==> src/rtl/sat_pkg.sv <==
package sat_pkg;

    // Table geometry and address width of the translated result
    localparam int SEGMENTS   = 16;
    localparam int ADDR_WIDTH = 16;

    // Field widths fixed by the interface
    localparam int DATA_W     = 16;
    localparam int ID_W       = 8;
    localparam int SLOT_W     = 4;
    localparam int SLOT_IDX_W = (SEGMENTS > 1) ? $clog2(SEGMENTS) : 1;
    localparam int CNT_W      = $clog2(DATA_W + 1);

    localparam logic [DATA_W-1:0] MAX_SEG_RESET = 16'd64;

    // Mask applied to base + offset (17-bit sum)
    localparam logic [DATA_W:0] ADDR_MASK =
        (ADDR_WIDTH > DATA_W) ? {(DATA_W+1){1'b1}}
                              : (DATA_W+1)'(((DATA_W+1)'(1) << ADDR_WIDTH) - 1);

    // Action codes
    localparam logic ACT_LOAD      = 1'b0;
    localparam logic ACT_TRANSLATE = 1'b1;

    typedef struct packed {
        logic              valid;
        logic [ID_W-1:0]   id;
        logic [DATA_W-1:0] base;
        logic [DATA_W-1:0] size;
    } t_slot_entry;

    typedef struct packed {
        logic                  en;
        logic [SLOT_IDX_W-1:0] slot;
        t_slot_entry           entry;
    } t_slot_write;

    typedef struct packed {
        logic              hit;
        logic [DATA_W-1:0] base;
        logic [DATA_W-1:0] size;
    } t_lookup_result;

    typedef struct packed {
        logic busy;
        logic done;
    } t_div_status;

endpackage

==> src/rtl/sat_divider.sv <==
module sat_divider (
    input  logic                       i_clk,
    input  logic                       i_rst_n,
    input  logic                       i_start,
    input  logic [sat_pkg::DATA_W-1:0] i_dividend,
    input  logic [sat_pkg::DATA_W-1:0] i_divisor,
    output sat_pkg::t_div_status       o_status,
    output logic [sat_pkg::DATA_W-1:0] o_quotient,
    output logic [sat_pkg::DATA_W-1:0] o_remainder
);

    logic [sat_pkg::CNT_W-1:0]  r_cnt;
    logic                       r_done;
    logic [sat_pkg::DATA_W-1:0] r_rem;
    logic [sat_pkg::DATA_W-1:0] r_quo;
    logic [sat_pkg::DATA_W-1:0] r_div;

    logic [sat_pkg::DATA_W:0]   trial;
    logic [sat_pkg::DATA_W:0]   diff;
    logic                       ge;
    logic                       busy;

    // One quotient bit per cycle: shift in the next dividend bit, try subtract.
    assign busy  = (r_cnt != '0);
    assign trial = {r_rem, r_quo[sat_pkg::DATA_W-1]};
    assign ge    = (trial >= {1'b0, r_div});
    assign diff  = trial - {1'b0, r_div};

    always_ff @(posedge i_clk) begin
        if (!i_rst_n) begin
            r_cnt  <= '0;
            r_done <= 1'b0;
        end else begin
            r_done <= busy && (r_cnt == sat_pkg::CNT_W'(1));
            if (i_start) begin
                r_cnt <= sat_pkg::CNT_W'(sat_pkg::DATA_W);
            end else if (busy) begin
                r_cnt <= r_cnt - sat_pkg::CNT_W'(1);
            end
        end
    end

    always_ff @(posedge i_clk) begin
        if (i_start) begin
            r_rem <= '0;
            r_quo <= i_dividend;
            r_div <= i_divisor;
        end else if (busy) begin
            r_rem <= ge ? diff[sat_pkg::DATA_W-1:0] : trial[sat_pkg::DATA_W-1:0];
            r_quo <= {r_quo[sat_pkg::DATA_W-2:0], ge};
        end
    end

    assign o_status.busy = busy;
    assign o_status.done = r_done;
    assign o_quotient    = r_quo;
    assign o_remainder   = r_rem;

endmodule

==> src/rtl/sat_lookup.sv <==
module sat_lookup (
    input  logic                       i_clk,
    input  logic                       i_rst_n,
    input  sat_pkg::t_slot_write       i_write,
    input  logic                       i_search,
    input  logic [sat_pkg::DATA_W-1:0] i_key,
    output sat_pkg::t_lookup_result    o_result
);

    logic                         r_valid [sat_pkg::SEGMENTS];
    logic [sat_pkg::ID_W-1:0]     r_id    [sat_pkg::SEGMENTS];
    logic [sat_pkg::DATA_W-1:0]   r_base  [sat_pkg::SEGMENTS];
    logic [sat_pkg::DATA_W-1:0]   r_size  [sat_pkg::SEGMENTS];

    sat_pkg::t_lookup_result      r_result;
    logic                         hit;
    logic [sat_pkg::SLOT_IDX_W-1:0] hit_idx;

    always_ff @(posedge i_clk) begin
        if (!i_rst_n) begin
            for (int i = 0; i < sat_pkg::SEGMENTS; i++) begin
                r_valid[i] <= 1'b0;
            end
        end else if (i_write.en) begin
            r_valid[i_write.slot] <= i_write.entry.valid;
        end
    end

    always_ff @(posedge i_clk) begin
        if (i_write.en) begin
            r_id[i_write.slot]   <= i_write.entry.id;
            r_base[i_write.slot] <= i_write.entry.base;
            r_size[i_write.slot] <= i_write.entry.size;
        end
    end

    // Lowest-numbered live slot whose id equals the key wins.
    always_comb begin
        hit     = 1'b0;
        hit_idx = '0;
        for (int i = sat_pkg::SEGMENTS - 1; i >= 0; i--) begin
            if (r_valid[i] && (i_key == sat_pkg::DATA_W'(r_id[i]))) begin
                hit     = 1'b1;
                hit_idx = sat_pkg::SLOT_IDX_W'(i);
            end
        end
    end

    always_ff @(posedge i_clk) begin
        if (i_search) begin
            r_result.hit  <= hit;
            r_result.base <= r_base[hit_idx];
            r_result.size <= r_size[hit_idx];
        end
    end

    assign o_result = r_result;

endmodule

==> src/rtl/segment_address_translation_core.sv <==
// Segment address translation core. Each input item is either a table load
// (action 0: writes slot entry_slot with id, base, size and valid) or a
// translate (action 1: splits logical_address by max_segment_size into a
// segment number and offset, finds the lowest live slot whose id equals the
// segment number, and returns base + offset unless no slot matches or
// offset + byte_count exceeds the slot size, in which case fault is set and
// physical_address is zero). Every item gives exactly one result item; a load
// returns all zeros. A translate passes from acceptance through the
// bit-serial restoring divider, which produces one quotient bit per cycle,
// a step to see the divider finish, table match, limit check, a move of the
// result into the output register, which waits until that register is free,
// and a return to idle, before which no new item is taken.
// A load goes straight from idle to the output move. A zero max_segment_size
// yields segment number 0xFFFF and offset equal to the address, which always
// faults. max_segment_size resets to 64 and may be written only while the core
// is idle; its write port is always ready.
module segment_address_translation_core (
    input  logic                         i_clk,
    input  logic                         i_rst_n,

    // Configuration write channel
    input  logic                         i_cfg_valid,
    output logic                         o_cfg_ready,
    input  logic [sat_pkg::DATA_W-1:0]   i_cfg_data,

    // Input item channel
    input  logic                         i_valid,
    output logic                         o_ready,
    input  logic                         i_action,
    input  logic [sat_pkg::DATA_W-1:0]   i_logical_address,
    input  logic [sat_pkg::DATA_W-1:0]   i_byte_count,
    input  logic [sat_pkg::SLOT_W-1:0]   i_entry_slot,
    input  logic [sat_pkg::ID_W-1:0]     i_entry_id,
    input  logic [sat_pkg::DATA_W-1:0]   i_entry_base,
    input  logic [sat_pkg::DATA_W-1:0]   i_entry_size,
    input  logic                         i_entry_valid,

    // Result item channel
    output logic                         o_valid,
    input  logic                         i_ready,
    output logic [sat_pkg::DATA_W-1:0]   o_physical_address,
    output logic                         o_fault,
    output logic [sat_pkg::DATA_W-1:0]   o_segment_number,
    output logic [sat_pkg::DATA_W-1:0]   o_offset
);

    localparam logic [2:0] S_IDLE  = 3'd0;
    localparam logic [2:0] S_DIV   = 3'd1;
    localparam logic [2:0] S_MATCH = 3'd2;
    localparam logic [2:0] S_CHECK = 3'd3;
    localparam logic [2:0] S_OUT   = 3'd4;

    logic [2:0]                 r_state;
    logic [2:0]                 n_state;
    logic [sat_pkg::DATA_W-1:0] r_max_seg;
    logic [sat_pkg::DATA_W-1:0] r_count;

    // Finished result waiting for the output register
    logic [sat_pkg::DATA_W-1:0] r_res_phys;
    logic                       r_res_fault;
    logic [sat_pkg::DATA_W-1:0] r_res_seg;
    logic [sat_pkg::DATA_W-1:0] r_res_off;

    // Output register
    logic                       r_out_valid;
    logic [sat_pkg::DATA_W-1:0] r_out_phys;
    logic                       r_out_fault;
    logic [sat_pkg::DATA_W-1:0] r_out_seg;
    logic [sat_pkg::DATA_W-1:0] r_out_off;

    logic                       in_fire;
    logic                       out_free;
    logic                       div_start;
    sat_pkg::t_div_status       div_status;
    logic [sat_pkg::DATA_W-1:0] quotient;
    logic [sat_pkg::DATA_W-1:0] remainder;
    sat_pkg::t_slot_write       slot_write;
    sat_pkg::t_lookup_result    lookup;
    logic [sat_pkg::DATA_W:0]   limit_sum;
    logic [sat_pkg::DATA_W:0]   phys_sum;
    logic                       over_limit;

    assign o_ready     = (r_state == S_IDLE);
    assign o_cfg_ready = 1'b1;
    assign in_fire     = i_valid && o_ready;
    assign out_free    = !r_out_valid || i_ready;
    assign div_start   = in_fire && (i_action == sat_pkg::ACT_TRANSLATE);

    // Configuration register: divisor for the segment/offset split
    always_ff @(posedge i_clk) begin
        if (!i_rst_n) begin
            r_max_seg <= sat_pkg::MAX_SEG_RESET;
        end else if (i_cfg_valid && o_cfg_ready) begin
            r_max_seg <= i_cfg_data;
        end
    end

    // Table write on a load item; slots beyond the table are dropped
    always_comb begin
        slot_write.en          = in_fire && (i_action == sat_pkg::ACT_LOAD) &&
                                 (32'(i_entry_slot) < sat_pkg::SEGMENTS);
        slot_write.slot        = sat_pkg::SLOT_IDX_W'(i_entry_slot);
        slot_write.entry.valid = i_entry_valid;
        slot_write.entry.id    = i_entry_id;
        slot_write.entry.base  = i_entry_base;
        slot_write.entry.size  = i_entry_size;
    end

    sat_divider u_divider (
        .i_clk       (i_clk),
        .i_rst_n     (i_rst_n),
        .i_start     (div_start),
        .i_dividend  (i_logical_address),
        .i_divisor   (r_max_seg),
        .o_status    (div_status),
        .o_quotient  (quotient),
        .o_remainder (remainder)
    );

    sat_lookup u_lookup (
        .i_clk    (i_clk),
        .i_rst_n  (i_rst_n),
        .i_write  (slot_write),
        .i_search (r_state == S_MATCH),
        .i_key    (quotient),
        .o_result (lookup)
    );

    // Limit check is done one bit wider so offset + count cannot overflow.
    assign limit_sum  = {1'b0, remainder} + {1'b0, r_count};
    assign over_limit = limit_sum > {1'b0, lookup.size};
    assign phys_sum   = ({1'b0, lookup.base} + {1'b0, remainder}) & sat_pkg::ADDR_MASK;

    // Sequencer
    always_comb begin
        n_state = r_state;
        case (r_state)
            S_IDLE: begin
                if (in_fire) begin
                    n_state = (i_action == sat_pkg::ACT_TRANSLATE) ? S_DIV : S_OUT;
                end
            end
            S_DIV: begin
                if (div_status.done) begin
                    n_state = S_MATCH;
                end
            end
            S_MATCH: n_state = S_CHECK;
            S_CHECK: n_state = S_OUT;
            S_OUT: begin
                if (out_free) begin
                    n_state = S_IDLE;
                end
            end
            default: n_state = S_IDLE;
        endcase
    end

    always_ff @(posedge i_clk) begin
        if (!i_rst_n) begin
            r_state <= S_IDLE;
        end else begin
            r_state <= n_state;
        end
    end

    // Hold the byte count and build the pending result
    always_ff @(posedge i_clk) begin
        if (div_start) begin
            r_count <= i_byte_count;
        end
        if (in_fire && (i_action == sat_pkg::ACT_LOAD)) begin
            r_res_phys  <= '0;
            r_res_fault <= 1'b0;
            r_res_seg   <= '0;
            r_res_off   <= '0;
        end else if (r_state == S_CHECK) begin
            r_res_fault <= !lookup.hit || over_limit;
            r_res_phys  <= (!lookup.hit || over_limit) ? '0
                                                       : phys_sum[sat_pkg::DATA_W-1:0];
            r_res_seg   <= quotient;
            r_res_off   <= remainder;
        end
    end

    // Output register: advance the pending item once the slot is free
    always_ff @(posedge i_clk) begin
        if (!i_rst_n) begin
            r_out_valid <= 1'b0;
        end else if ((r_state == S_OUT) && out_free) begin
            r_out_valid <= 1'b1;
        end else if (i_ready) begin
            r_out_valid <= 1'b0;
        end
    end

    always_ff @(posedge i_clk) begin
        if ((r_state == S_OUT) && out_free) begin
            r_out_phys  <= r_res_phys;
            r_out_fault <= r_res_fault;
            r_out_seg   <= r_res_seg;
            r_out_off   <= r_res_off;
        end
    end

    assign o_valid            = r_out_valid;
    assign o_physical_address = r_out_phys;
    assign o_fault            = r_out_fault;
    assign o_segment_number   = r_out_seg;
    assign o_offset           = r_out_off;

    // A faulting item never carries a physical address.
    a_fault_zero_phys: assert property (@(posedge i_clk) disable iff (!i_rst_n)
        (o_valid && o_fault) |-> (o_physical_address == '0))
        else $error("fault result with nonzero physical address");

    // The divider finishes only while the sequencer waits for it.
    a_div_done_in_div: assert property (@(posedge i_clk) disable iff (!i_rst_n)
        div_status.done |-> (r_state == S_DIV))
        else $error("divider done outside the divide phase");

    // No new item is taken while the divider is still stepping.
    a_ready_div_idle: assert property (@(posedge i_clk) disable iff (!i_rst_n)
        o_ready |-> !div_status.busy)
        else $error("input ready while divider busy");

    // An accepted translate starts the divider on the next cycle.
    a_translate_starts_div: assert property (@(posedge i_clk) disable iff (!i_rst_n)
        (i_valid && o_ready && (i_action == sat_pkg::ACT_TRANSLATE))
            |=> (div_status.busy && (r_state == S_DIV)))
        else $error("translate item did not start the divider");

endmodule

==> config.mk <==
export PLATFORM = sky130hd
export DESIGN_NAME = segment_address_translation_core
export DESIGN_NICKNAME = d
export VERILOG_FILES = /design/src/rtl/sat_pkg.sv /design/src/rtl/sat_divider.sv /design/src/rtl/sat_lookup.sv /design/src/rtl/segment_address_translation_core.sv
export SDC_FILE = /design/constraint.sdc
export NUM_CORES = 1
export LEC_CHECK = 0
export ABC_AREA = 0
export BUFFER_PORTS_ARGS = -buffer_cell sky130_fd_sc_hd__buf_2
export CAP_MARGIN = 30
export CORE_MARGIN = 3
export CORE_UTILIZATION = 58
export CTS_CLUSTER_SIZE = 20
export DETAILED_ROUTE_END_ITERATION = 12
export GPL_ROUTABILITY_DRIVEN = 0
export HOLD_SLACK_MARGIN = 0.12
export PLACE_DENSITY = 0.72
export SYNTH_ARGS = -nofsm -noshare
export SYNTH_HDL_FRONTEND = slang
export SYNTH_SLANG_ARGS = --single-unit
==> constraint.sdc <==
create_clock -name i_clk -period 12.2 [get_ports i_clk]
set_clock_uncertainty 0.05 [all_clocks]
set_input_delay 1.22 -clock i_clk [delete_from_list [all_inputs] [get_ports i_clk]]
set_output_delay 1.22 -clock i_clk [all_outputs]
set_load 0.05 [all_outputs]
==> results of run 1 <==
## critical path, delay by kind of cell, from the launching register on
family,cells,cell delay [ns]
and+or+nand+nor,4,1.44
muxes,1,0.41
DFF,1,0.41
AOI/OAI and AO/OA,4,0.96
buffers and inverters,3,1.71
## power by group
group	switching [W]	leakage (nW)	internal (W)
logic	0.000906	5.95	0.000611
registers	0.000126	7.85	0.00337
clock network	0.00110	1.32	0.00148
total	0.00214	15.1	0.00547
## per-stage QoR
step / cells / power, W
6_report: 3514 / 0.007602
5_1_grt: 3512 / 0.007924
3_5_place_dp: 3352 / 0.005029
2_1_floorplan: 2439 / 0.004609
3_3_place_gp: 3346 / 0.004967
4_1_cts: 3510 / 0.007602
## area by class of cell
cell class              count  area [sq um]  area share
multi-input cells        1407         10390      0.2545
flip-flops and latches    877         25260      0.6186
clock inverters            50         505.5     0.01238
inverters                  44         165.2    0.004044
diodes                      2         5.005   0.0001225
repair buffers            198          1226     0.03002
clock buffers             108          2245     0.05496
well taps                 828          1036     0.02537
## metal layers
metal,vias up,global-route usage,share of wire
li1,9701,-,-
met1,10530,0.3508,0.41
met2,897,0.4259,0.48
met3,182,0.04838,0.078
met4,6,0.07966,0.029
met5,-,0,0.00053
## state kept, by name (all words and copies together), names as in the netlist
| register | cells |
|---|---|
| r_res_fault | 1 |
| u_lookup.r_valid | 16 |
| r_res_phys | 16 |
| u_divider.r_done | 1 |
| r_res_seg | 16 |
| u_lookup.r_base | 256 |
| u_divider.r_cnt | 5 |
| u_lookup.r_size | 256 |
| u_divider.o_quotient | 16 |
| o_fault | 1 |
| u_divider.r_div | 16 |
| o_valid | 1 |
| u_lookup.o_result | 33 |
| u_divider.o_remainder | 16 |
| r_state | 3 |
| o_physical_address | 16 |
| o_segment_number | 16 |
| r_res_off | 16 |
| u_lookup.r_id | 128 |
| r_count | 16 |
| r_max_seg | 16 |
| o_offset | 16 |
## synthesized netlist by cell type (4+ instances only)
library cell    n  area [sq um]
nor2_1         77         289.0
a211oi_1        7         52.55
or3_1          36         225.2
a21oi_1        76         380.4
mux2_2         54         608.1
o21ai_0        54         270.3
o21a_1          4         30.03
a31oi_1         6         37.54
a21boi_0       14         105.1
nand3b_1        6         45.04
xor2_1          9         78.83
nand2b_1       12         75.07
or4_1          12         90.09
nor3_1         27         135.1
o22ai_1        97         606.8
o21bai_1        7         52.55
xnor2_1       158          1384
nor4_1         42         262.8
edfxtp_1      770         23120
buf_6           4         45.04
clkbuf_1       60         225.2
mux2_1         10         112.6
nor2b_1        32         200.2
and3_1          7         43.79
and2_1          4         25.02
buf_4          11         82.58
nand2_1       198         743.2
a21o_1         13         97.59
a221o_1        32         320.3
mux2i_1       215          2152
a22oi_1        15         112.6
buf_2          34         170.2
o41ai_1         4         35.03
ha_1           66         825.8
inv_1          42         157.7
nand3_1        26         130.1
dfxtp_1       107          2142
o211ai_1        6         45.04
nand4_1        39         244.0
## kinds of logic (layout without fill, tap and decap cells)
logic type               after synthesis  after routing  share of synthesized area
other                                  1              3                  0.0001036
buffers and inverters                155            400                    0.01922
AO/OA/AOI/OAI                        362            362                    0.06617
AND/OR/NAND/NOR                      529            529                    0.07212
XOR/XNOR                             167            167                    0.04042
adder cells (fa/ha/maj)               69             69                    0.02448
multiplexers                         279            279                    0.07938
flip-flops                           877            877                     0.6981
## worst max path at each step
stage          slack, ns                     to  cells past startpoint                      from
6_report            6.72   u_lookup.o_result[8]                     12  u_divider.o_quotient[10]
5_1_grt             6.51   u_lookup.o_result[8]                     12  u_divider.o_quotient[10]
4_1_cts             6.56   u_lookup.o_result[8]                     11   u_divider.o_quotient[7]
3_5_place_dp        6.57  u_lookup.o_result[16]                     11   u_divider.o_quotient[7]
3_3_place_gp        6.58  u_lookup.o_result[19]                     11   u_divider.o_quotient[7]
2_1_floorplan       6.19    u_lookup.r_valid[0]                      7                  i_action
==> reports/summary.txt, run 1 <==
Outcome = complete, no violations
Max-slew violations = 0
Pin count of the biggest net entering global routing = 133
Cells after synthesis = 2439
R2R cell count = 12
Distinct cells, synth = 69
Top Ports = 151
Initial DRC Count = 1978
Asr flop ratio synth = 0
Worst-skew pair later-pin latency = 0.65 ns
Crit. End Element = flop
Post-Syn Area = 0.03619 sq mm
Hold_buf cts = 0
Clk sinks = 877
Fill count = 4243
Hold EP = o_segment_number[15]
Final core occ = 0.6691
DRC violations left = 0
Final net count = 2782
Initial antenna violation count = 6
Post-place setup slack = 6.571 ns
Pre-Repair DR Iteration Count = 6
Maximum clock frequency = 182.5 MHz
WL final = 85420 um
Flop2flop setup slack = 6.72 ns
Chip width = 255.8 um
Max-Cap Viols = 0
Final min period = 5.480 ns
Area grow syn2layout = 12.85%
R2R Path End = u_lookup.o_result[8]
Synth Register Bits = 877
Min-delay src = r_res_seg[15]
YS warnings = 0
Commonest cells after routing, fill and taps aside = 770 x edfxtp_1, 215 x mux2i_1, 198 x nand2_1
Register area share after synthesis = 0.6981
Worst Hold Class = reg -> reg
Vert. Die Dim = 255.8 um
Die area = 0.06543 sq mm
Most Frequent Cell on Critical Path = buf_4
Clock root buffer = clkbuf_16
Initial Util = 0.5929
Wirelength per Cell = 24.31 um
Fin. Hold Viols = 0
Congestion Overflow GR = 0
Post-route setup TNS = 0 ns
Clk buf depth = 3
IO Port Bufs = 149
Max_slew headroom = 0.3425
GRT Util Overall = 0.2577
Max IR drop VDD = 0.1153 mV
Dpl hpwl = 49750 um
Startpoint Class = flop
Crit Path Max Fanout = 132
H-tree lvl count = 3
Clk slew on worst S/H paths = 0.06 ns
CP max stage cell = buf_4
Max incr delay on CP = 0.84 ns
Post-CTS Setup Bufs = 0
Fin Hold WS = 0.3744 ns
Vias in the first global route = 21220
R2R Path Start = u_divider.o_quotient[10]
Cell Area, Placed = 0.03803 sq mm
First-pass GRT wire length = 128000 um
Crit path DAT = 5.81 ns
PostCTS Resize Cnt = 0
Fin crit share = 0.4492
Final instance area = 0.04084 sq mm
Final setup vio count = 0
Post-synth EDFFs = 770
Drt via density = 6.067
Crit path kind = reg -> reg
Vias post-DR = 21320
Syn_nets = 2607
ANT nets after route = 0
CTS tree = done
Slew @ Worst Pin = 0.9863 ns
Final setup margin = 6.720 ns
# rows = 90
Critical Path RT = 12.53 ns
Ys flop type = edfxtp_1
Worst hold path cell count = 0
Worst-path cell chain = nor4_1, nand2_1, buf_4, or4_1, a211oi_1, o31ai_2, a31oi_4, buf_12, buf_4, mux2_2, a221o_1, or3_1
Commonest non-fill, non-tap cell in the layout = edfxtp_1
Core ar. = 0.06103 sq mm
CTS Buf Count = 86
Lkg Pwr = 15.13 nW
Avg Cell Area, Syn = 14.84 sq um
RSZ-0062 raised after global routing = false
Power per Cell Area = 186.2 mW/mm^2
Layout cells sized above 1 = 0.1505
No activity file was read; power rests on OpenSTA's default activity.
==> inputs of run 2 (changes only) <==
--- a/config.mk
+++ b/config.mk
@@ -9,7 +9,7 @@
 export BUFFER_PORTS_ARGS = -buffer_cell sky130_fd_sc_hd__buf_2
 export CAP_MARGIN = 30
 export CORE_MARGIN = 3
-export CORE_UTILIZATION = 58
+export CORE_UTILIZATION = 56
 export CTS_CLUSTER_SIZE = 20
 export DETAILED_ROUTE_END_ITERATION = 12
 export GPL_ROUTABILITY_DRIVEN = 0
==> constraint.sdc (replaced) <==
create_clock -name i_clk -period 4.5 [get_ports i_clk]
set_clock_uncertainty 0.05 [all_clocks]
set_input_delay 0.45 -clock i_clk [delete_from_list [all_inputs] [get_ports i_clk]]
set_output_delay 0.45 -clock i_clk [all_outputs]
set_load 0.05 [all_outputs]
==> run 2 against run 1 <==
Die area rose by 3.5%; worst setup slack got worse by 6.6 ns; clock power rose to 2.9 times the previous value; critical endpoint is now r_res_phys[1]; highest routed layer unchanged.
==> reports/summary.txt, run 2 (synthesis gave the netlist of run 1 again) <==
DRC violations left = 0 (unchanged)
Crit. End Element = flop (unchanged)
IO Port Bufs = 149 (unchanged)
CTS tree = done (unchanged)
Die area = 0.06771 sq mm (was 0.06543 sq mm)
Top Ports = 151 (unchanged)
R2R Path End = r_res_phys[1] (was u_lookup.o_result[8])
Pre-Repair DR Iteration Count = 5 (was 6)
Outcome = complete, no violations (unchanged)
Worst hold path cell count = 1 (was 0)
Area grow syn2layout = 17.56% (was 12.85%)
Max IR drop VDD = 0.2972 mV (was 0.1153 mV)
Crit path DAT = 4.93 ns (was 5.81 ns)
Initial antenna violation count = 5 (was 6)
Wirelength per Cell = 24.22 um (was 24.31 um)
Clock root buffer = clkbuf_16 (unchanged)
Power per Cell Area = 501.7 mW/mm^2 (was 186.2 mW/mm^2)
Drt via density = 6.038 (was 6.067)
R2R Path Start = r_count[0] (was u_divider.o_quotient[10])
Startpoint Class = flop (unchanged)
CP startpoint = r_count[0] (was u_divider.o_quotient[10])
Clk buf depth = 3 (unchanged)
ANT nets after route = 0 (unchanged)
Fin. Hold Viols = 0 (unchanged)
Commonest cells after routing, fill and taps aside = 770 x edfxtp_1, 215 x mux2i_1, 198 x nand2_1 (unchanged)
RSZ-0062 raised after global routing = true (was false)
Critical Path RT = 5.03 ns (was 12.53 ns)
Top Registers = u_lookup.r_base: 256 flops, u_lookup.r_size: 256 flops, u_lookup.r_id: 128 flops (unchanged)
Chip width = 260.2 um (was 255.8 um)
# rows = 92 (was 90)
Final net count = 2912 (was 2782)
Max-slew violations = 0 (unchanged)
Vias in the first global route = 22380 (was 21220)
Dpl hpwl = 51470 um (was 49750 um)
Final setup margin = 0.09266 ns (was 6.720 ns)
First-pass GRT wire length = 133100 um (was 128000 um)
Worst Hold Class = in -> reg (was reg -> reg)
GRT Util Overall = 0.2624 (was 0.2577)
Post-place setup slack = -0.1894 ns (was 6.571 ns)
WL final = 88780 um (was 85420 um)
R2R cell count = 23 (was 12)
Max_slew headroom = 0.3931 (was 0.3425)
Layout cells sized above 1 = 0.1733 (was 0.1505)
Final setup vio count = 0 (unchanged)
Min-delay src = i_entry_size[6] (was r_res_seg[15])
Initial DRC Count = 2238 (was 1978)
Commonest non-fill, non-tap cell in the layout = edfxtp_1 (unchanged)
Worst-skew pair later-pin latency = 0.64 ns (was 0.65 ns)
Initial Util = 0.5695 (was 0.5929)
Crit Path Max Fanout = 8 (was 132)
Flop2flop setup slack = 0.09 ns (was 6.72 ns)
Lkg Pwr = 15.90 nW (was 15.13 nW)
CTS Buf Count = 86 (unchanged)
Final core occ = 0.6696 (was 0.6691)
Pin count of the biggest net entering global routing = 49 (was 133)
Fin crit share = 0.9794 (was 0.4492)
Max-Cap Viols = 0 (unchanged)
Final min period = 4.407 ns (was 5.480 ns)
Crit path kind = reg -> reg (unchanged)
Core ar. = 0.06354 sq mm (was 0.06103 sq mm)
Clk slew on worst S/H paths = 0.06 ns (about the same)
Hold EP = u_lookup.r_size[10][6] (was o_segment_number[15])
Clk sinks = 877 (unchanged)
Maximum clock frequency = 226.9 MHz (was 182.5 MHz)
Slew @ Worst Pin = 0.9082 ns (was 0.9863 ns)
Post-route setup TNS = 0 ns (unchanged)
H-tree lvl count = 3 (unchanged)
Congestion Overflow GR = 0 (unchanged)
Vert. Die Dim = 260.2 um (was 255.8 um)
Fill count = 4296 (was 4243)
Vias post-DR = 22140 (was 21320)
==> run 2: cell count changes in the layout (fill, tap and decap cells not counted), sizes merged <==
cell | before | now
clkbuf | 108 | 113
clkinv | 35 | 33
buf | 198 | 247
dlygate4sd3 | 0 | 81
diode | 2 | 4
clkinvlp | 4 | 3
==> run 2: worst max-delay path: stages, from the launching register on <==
cell      delay (ns)
edfxtp_1        0.37
ha_2            0.20
fa_2            0.38
a21o_1          0.19
a21oi_2         0.14
o21bai_1        0.12
a31o_2          0.27
a41oi_2         0.18
a21oi_2         0.10
and2_4          0.18
o21ai_2         0.11
nand2b_1        0.08
xor2_1          0.15
ha_1            0.30
nand4_1         0.08
or4_4           0.52
o21ai_2         0.15
nor3_2          0.06
a211oi_2        0.15
buf_4           0.16
buf_12          0.10
buf_16          0.12
a22oi_2         0.05
nor2_1          0.12
==> run 2: how the worst max path moves through the flow <==
| stage | slack (ns) | cells after the start | end |
|---|---|---|---|
| floorplan | 0.05 | 21 | r_res_phys[10] |
| CTS | 0.01 | 22 | r_res_phys[1] |
| finish | 0.09 | 23 | r_res_phys[1] |
| global placement | 0.04 | 21 | r_res_phys[10] |
| global route | -0.19 | 23 | r_res_phys[1] |
| detailed placement | -0.19 | 21 | r_res_phys[6] |
==> run 2: per-layer routing <==
metal / track usage / vias up / part of all wire
met5: 0 / - / 0.00030
met4: 0.09461 / 4 / 0.030
li1: - / 9942 / -
met2: 0.4306 / 1076 / 0.48
met1: 0.3536 / 10910 / 0.41
met3: 0.04801 / 201 / 0.087
==> run 2: cell type report <==
cell class | instances | area [sq um] | share of cell area
flip-flops and latches | 877 | 25260 | 0.5938
multi-input cells | 1407 | 10510 | 0.2471
repair buffers | 328 | 2579 | 0.06061
clock buffers | 113 | 2420 | 0.05688
well taps | 846 | 1059 | 0.02488
clock inverters | 47 | 535.5 | 0.01259
inverters | 44 | 165.2 | 0.003882
diodes | 4 | 10.01 | 0.0002353
==> run 2: what timing repair did <==
action	CTS	global route
resized for setup	10	16
gates cloned	1	0
setup endpoints to repair	17	17
endpoints found under the hold margin	458	0
hold buffers	81	0
pin swaps	2	24
setup buffers	2	6
==> run 2: stage by stage <==
stage               power, W  cells  hold WS [ns]  cell area (sq um)
floorplan            0.01250   2439        0.3576              36220
global placement     0.01369   3412        0.3633              38570
finish               0.02135   3666        0.1549              42550
detailed placement   0.01383   3413        0.3619              38590
CTS                  0.02129   3657        0.1212              42440
global route         0.02223   3663        0.1471              42540
==> run 2: report_power, final <==
group / leakage [nW] / internal, W / switching (W)
Clock: 1.44 / 0.00430 / 0.00307
Sequential: 7.85 / 0.00915 / 0.000253
Combinational: 6.61 / 0.00188 / 0.00270
